File: src/xoodoo_pkg.sv
`timescale 1ns / 1ps
// Shared types, constants and helpers for the Xoodoo permutation block.
// No dependencies; used by xoodoo_round_cell and xoodoo_permutation_top.
package xoodoo_pkg;

  localparam int unsigned LaneWidth = 32;
  localparam int unsigned NumLanes  = 12;
  localparam int unsigned NumSheets = 4;
  localparam int unsigned MaxRounds = 12;

  typedef logic [LaneWidth-1:0] lane_t;
  typedef lane_t [NumLanes-1:0] state_t;

  typedef struct packed {
    lane_t in_lane_11;
    lane_t in_lane_10;
    lane_t in_lane_9;
    lane_t in_lane_8;
    lane_t in_lane_7;
    lane_t in_lane_6;
    lane_t in_lane_5;
    lane_t in_lane_4;
    lane_t in_lane_3;
    lane_t in_lane_2;
    lane_t in_lane_1;
    lane_t in_lane_0;
  } xoodoo_in_t;

  typedef struct packed {
    lane_t out_lane_11;
    lane_t out_lane_10;
    lane_t out_lane_9;
    lane_t out_lane_8;
    lane_t out_lane_7;
    lane_t out_lane_6;
    lane_t out_lane_5;
    lane_t out_lane_4;
    lane_t out_lane_3;
    lane_t out_lane_2;
    lane_t out_lane_1;
    lane_t out_lane_0;
  } xoodoo_out_t;

  localparam lane_t RoundConsts [MaxRounds] = '{
    32'h0000_0058, 32'h0000_0038, 32'h0000_03C0, 32'h0000_00D0,
    32'h0000_0120, 32'h0000_0014, 32'h0000_0060, 32'h0000_002C,
    32'h0000_0380, 32'h0000_00F0, 32'h0000_01A0, 32'h0000_0012
  };

  localparam int unsigned ThetaRotA = 5;
  localparam int unsigned ThetaRotB = 14;
  localparam int unsigned WestRot   = 11;
  localparam int unsigned EastRot1  = 1;
  localparam int unsigned EastRot2  = 8;

  function automatic lane_t rotl(input lane_t v, input int unsigned r);
    return (v << r) | (v >> (LaneWidth - r));
  endfunction

endpackage

File: src/xoodoo_round_cell.sv
`timescale 1ns / 1ps
// One Xoodoo round as a registered pipeline cell with a valid/ready handshake.
// Depends on xoodoo_pkg.
module xoodoo_round_cell #(
  parameter logic [31:0] RC_VALUE = 32'h0000_0012
) (
  input  logic              clk_i,
  input  logic              rst_ni,
  input  logic              valid_i,
  output logic              ready_o,
  input  xoodoo_pkg::state_t state_i,
  output logic              valid_o,
  input  logic              ready_i,
  output xoodoo_pkg::state_t state_o
);

  xoodoo_pkg::lane_t  par [xoodoo_pkg::NumSheets];
  xoodoo_pkg::lane_t  eff [xoodoo_pkg::NumSheets];
  xoodoo_pkg::state_t theta_s;
  xoodoo_pkg::state_t west_s;
  xoodoo_pkg::state_t chi_s;
  xoodoo_pkg::state_t state_d;
  xoodoo_pkg::state_t state_q;
  logic               valid_q;

  always_comb begin
    for (int x = 0; x < 4; x++) begin
      par[x] = state_i[x] ^ state_i[x+4] ^ state_i[x+8];
    end
    for (int x = 0; x < 4; x++) begin
      eff[x] = xoodoo_pkg::rotl(par[(x+3)%4], xoodoo_pkg::ThetaRotA) ^
               xoodoo_pkg::rotl(par[(x+3)%4], xoodoo_pkg::ThetaRotB);
    end
    for (int x = 0; x < 4; x++) begin
      for (int y = 0; y < 3; y++) begin
        theta_s[x+4*y] = state_i[x+4*y] ^ eff[x];
      end
    end
    for (int x = 0; x < 4; x++) begin
      west_s[x]   = theta_s[x];
      west_s[x+4] = theta_s[((x+3)%4)+4];
      west_s[x+8] = xoodoo_pkg::rotl(theta_s[x+8], xoodoo_pkg::WestRot);
    end
    west_s[0] = west_s[0] ^ RC_VALUE;
    for (int x = 0; x < 4; x++) begin
      for (int y = 0; y < 3; y++) begin
        chi_s[x+4*y] = west_s[x+4*y] ^
                       (~west_s[x+4*((y+1)%3)] & west_s[x+4*((y+2)%3)]);
      end
    end
    for (int x = 0; x < 4; x++) begin
      state_d[x]   = chi_s[x];
      state_d[x+4] = xoodoo_pkg::rotl(chi_s[x+4], xoodoo_pkg::EastRot1);
      state_d[x+8] = xoodoo_pkg::rotl(chi_s[((x+2)%4)+8], xoodoo_pkg::EastRot2);
    end
  end

  assign ready_o = !valid_q || ready_i;

  always_ff @(posedge clk_i or negedge rst_ni) begin
    if (!rst_ni) begin
      valid_q <= 1'b0;
    end else if (ready_o) begin
      valid_q <= valid_i;
    end
  end

  always_ff @(posedge clk_i) begin
    if (ready_o && valid_i) begin
      state_q <= state_d;
    end
  end

  assign valid_o = valid_q;
  assign state_o = state_q;

endmodule

File: config.mk
export PLATFORM = sky130hd
export DESIGN_NAME = xoodoo_round_cell
export DESIGN_NICKNAME = d
export VERILOG_FILES = /design/src/xoodoo_pkg.sv /design/src/xoodoo_round_cell.sv
export SDC_FILE = /design/constraint.sdc
export NUM_CORES = 1
export LEC_CHECK = 0
export ABC_CLOCK_PERIOD_IN_PS = 11900
export BUFFER_PORTS_ARGS = -buffer_cell sky130_fd_sc_hd__clkbuf_2
export CAP_MARGIN = 30
export CORE_AREA = 2 2 297 299
export DETAILED_ROUTE_END_ITERATION = 10
export DIE_AREA = 0 0 299 301
export PLACE_DENSITY = 0.53
export SYNTH_ARGS = -nofsm -noshare
export SYNTH_HDL_FRONTEND = slang
export SYNTH_SLANG_ARGS = --single-unit
File: constraint.sdc
create_clock -name clk_i -period 11.9 [get_ports clk_i]
set_clock_uncertainty 0.15 [all_clocks]
set_input_delay 2.38 -clock clk_i [delete_from_list [all_inputs] [get_ports clk_i]]
set_output_delay 2.38 -clock clk_i [all_outputs]
set_load 0.1 [all_outputs]
==> flow_summary.ini <==
[routing]
routed_via_density = 4.75
detail_route.drc_violations = 0
antenna_left = 0
drt-total-wl_um = 116000
detail_route.first_pass.iterations = 6
avgRoutedWirePerCell_um = 31.2
num_vias = 17600
drt_first_iter_violations = 1371

[grt]
antenna_found_initial = 14
global_route_wire_length_before_repair_um = 151000
grt.overflow.total = 0
grt_start_max_net_pins = 146
grt_usage = 0.249
gr-max-usage-layer = met2
gr-usage-met2 = 0.438
global_route.usage.met1 = 0.308
global_route.usage.met3 = 0.0612
grt_pass1_vias = 18200

[placement]
dp_slack_ns = 6.31
place.detailed.instances = 3603
routability_cong = 0.971
hpwl_um = 96800
port_buffers = 773
placement.cell_area_mm2 = 0.0344

[cells_and_area]
layout.cells.most_common_list = 773 x sky130_fd_sc_hd__clkbuf_2, 384 x sky130_fd_sc_hd__edfxtp_1, 345 x sky130_fd_sc_hd__xnor3_1
area_growth_pct = 24.4
final_layout_size_suffix_gt1_frac = 0.405
sequential_area_mm2 = 0.0116
multi_input_area_mm2 = 0.0175
finish.cell_count_without_fillers = 3708
fillerInstances = 8028
postLayoutCoreUtil = 0.418
design.final.nets = 2891
final_common_cell = sky130_fd_sc_hd__clkbuf_2
finalInstanceArea_mm2 = 0.0361

[job]
drv_cap = 0

[synth]
synth_xor_xnor_area_share = 0.524
yosys.area_share.simple = 0.0775
mappedNetlistNets = 2060
yosys_warnings = 0
muxShareOfSynthArea = 0
flip_flop_and_latch_count_after_synthesis = 385
mean_instance_size_in_the_synthesized_netlist_um2 = 17.4
syn-cell-area_mm2 = 0.0291
largest_family_of_logic_cells_by_synthesized_area = XOR/XNOR gates
netlist-cell-type-count = 19
ys_seq_area_frac = 0.398
synth_cells = 1672
synthAdderAreaFrac = 0
synth_compound_area_frac = 0

[cts]
insertion_delay_ns = 0.58
max-clock-path-buffers = 3
clock_tree.root_cell = sky130_fd_sc_hd__clkbuf_16
post_cts_hold_buffer_count = 0
clkTransAtPathRegs_ns = 0.05
ctsHtreeMaxLevel = 2
cts.sinks = 385
cts_resized = 0
postCtsSetupRepairBufs = 0
cts_tree = done
cts_inserted_buffers = 51

[setup_path]
reg2reg_depth = 6
crit_type = in2out
critPathLaunchType = input port
element_type_at_the_critical_path_end = output port
timing.critical_path.required_ns = 9.37
cp_data_arrival_time_ns = 3.06
critical_path_fanout_max = 3

[timing]
finalHoldViolCount = 0
setup_viol = 0
finalWorstSetupSlack_ns = 6.31
fin_crit_sh = 0.469
finalWorstPathRequiredPeriod_ns = 5.59
max-slew-margin-rel = 0.188
holdWs_ns = 0.395
slew_viol_final = 0
worst_slew_pin_slew_ns = 1.22
max_clock_freq_ghz = 0.179
tns_ns = 0
grt_setup_unrepaired = no

[power]
static_leakage_nw = 17.8
finalPower_mw = 10.2
power_density_mw_per_mm2 = 282
ir_drop_uv = 167

[hold_path]
worstHoldPathType = reg2reg
hold_path_depth = 2

[floorplanning]
die_y_um = 301
die-area_mm2 = 0.0900
initial_core_util = 0.336
fp.dieW_um = 299
io_pins = 774
num_rows = 108
design.core.area_mm2 = 0.0865

[run_status]
status = completed
power breakdown:
part	total, mW	leakage, nW	switching (mW)	internal [mW]
combinational	6.32	13.4	4.53	1.78
clock	1.55	0.794	0.636	0.916
sequential	2.34	3.67	0.161	2.18
area by class of cell:
cell class | count | share of cell area
diodes | 11 | 0.000761
well taps | 1155 | 0.0400
multi-input cells | 1285 | 0.484
repair buffers | 780 | 0.110
clock inverters | 28 | 0.00730
clock buffers | 64 | 0.0378
flip-flops and latches | 385 | 0.320
cell usage after synthesis:
master,n,area share
sky130_fd_sc_hd__edfxtp_1,384,0.40
sky130_fd_sc_hd__xnor3_1,345,0.27
sky130_fd_sc_hd__xnor2_1,285,0.086
sky130_fd_sc_hd__nand2_1,101,0.013
sky130_fd_sc_hd__xor2_1,99,0.030
sky130_fd_sc_hd__nor2_1,98,0.013
sky130_fd_sc_hd__nand2b_1,87,0.019
sky130_fd_sc_hd__xnor3_2,71,0.058
sky130_fd_sc_hd__xor3_2,59,0.051
sky130_fd_sc_hd__nor2b_1,55,0.012
sky130_fd_sc_hd__nor2b_4,39,0.018
sky130_fd_sc_hd__xor3_1,35,0.029
sky130_fd_sc_hd__nand2b_4,5,0.0024
sky130_fd_sc_hd__xor3_4,3,0.0028
sky130_fd_sc_hd__buf_4,2,0.00052
sky130_fd_sc_hd__and2_1,1,0.00022
sky130_fd_sc_hd__dfrtp_1,1,0.00086
sky130_fd_sc_hd__nor2_2,1,0.00022
sky130_fd_sc_hd__xnor3_4,1,0.00090
final timing paths:
path / endpoint / slack, ns / from
max in group asynchronous: valid_o / 10.11 / rst_ni
max: ready_o / 6.31 / ready_i
min: valid_o / 0.39 / valid_o
min in group asynchronous: valid_o / 1.41 / rst_ni
max reg2reg: state_o[59] / 9.29 / valid_o
min reg2reg: valid_o / 0.39 / valid_o
critical path, cell delays in order:
cell and delay (ns):
sky130_fd_sc_hd__clkbuf_2 0.07, sky130_fd_sc_hd__nand2b_1 0.13, sky130_fd_sc_hd__clkbuf_2 0.47
registers in the layout, indices dropped and copies added (netlist names):
name     count
valid_o      1
state_o    384
logic make-up after synthesis:
group,after synthesis
simple gates,387
flops,385
xor+xnor,898
buf+inv,2
per-layer routing:
metal	up-vias	routed length, µm
li1	7654	-
met1	8940	45200
met2	874	58100
met3	115	9550
met4	12	2630
met5	-	74
(Power assumes the default switching activity.)
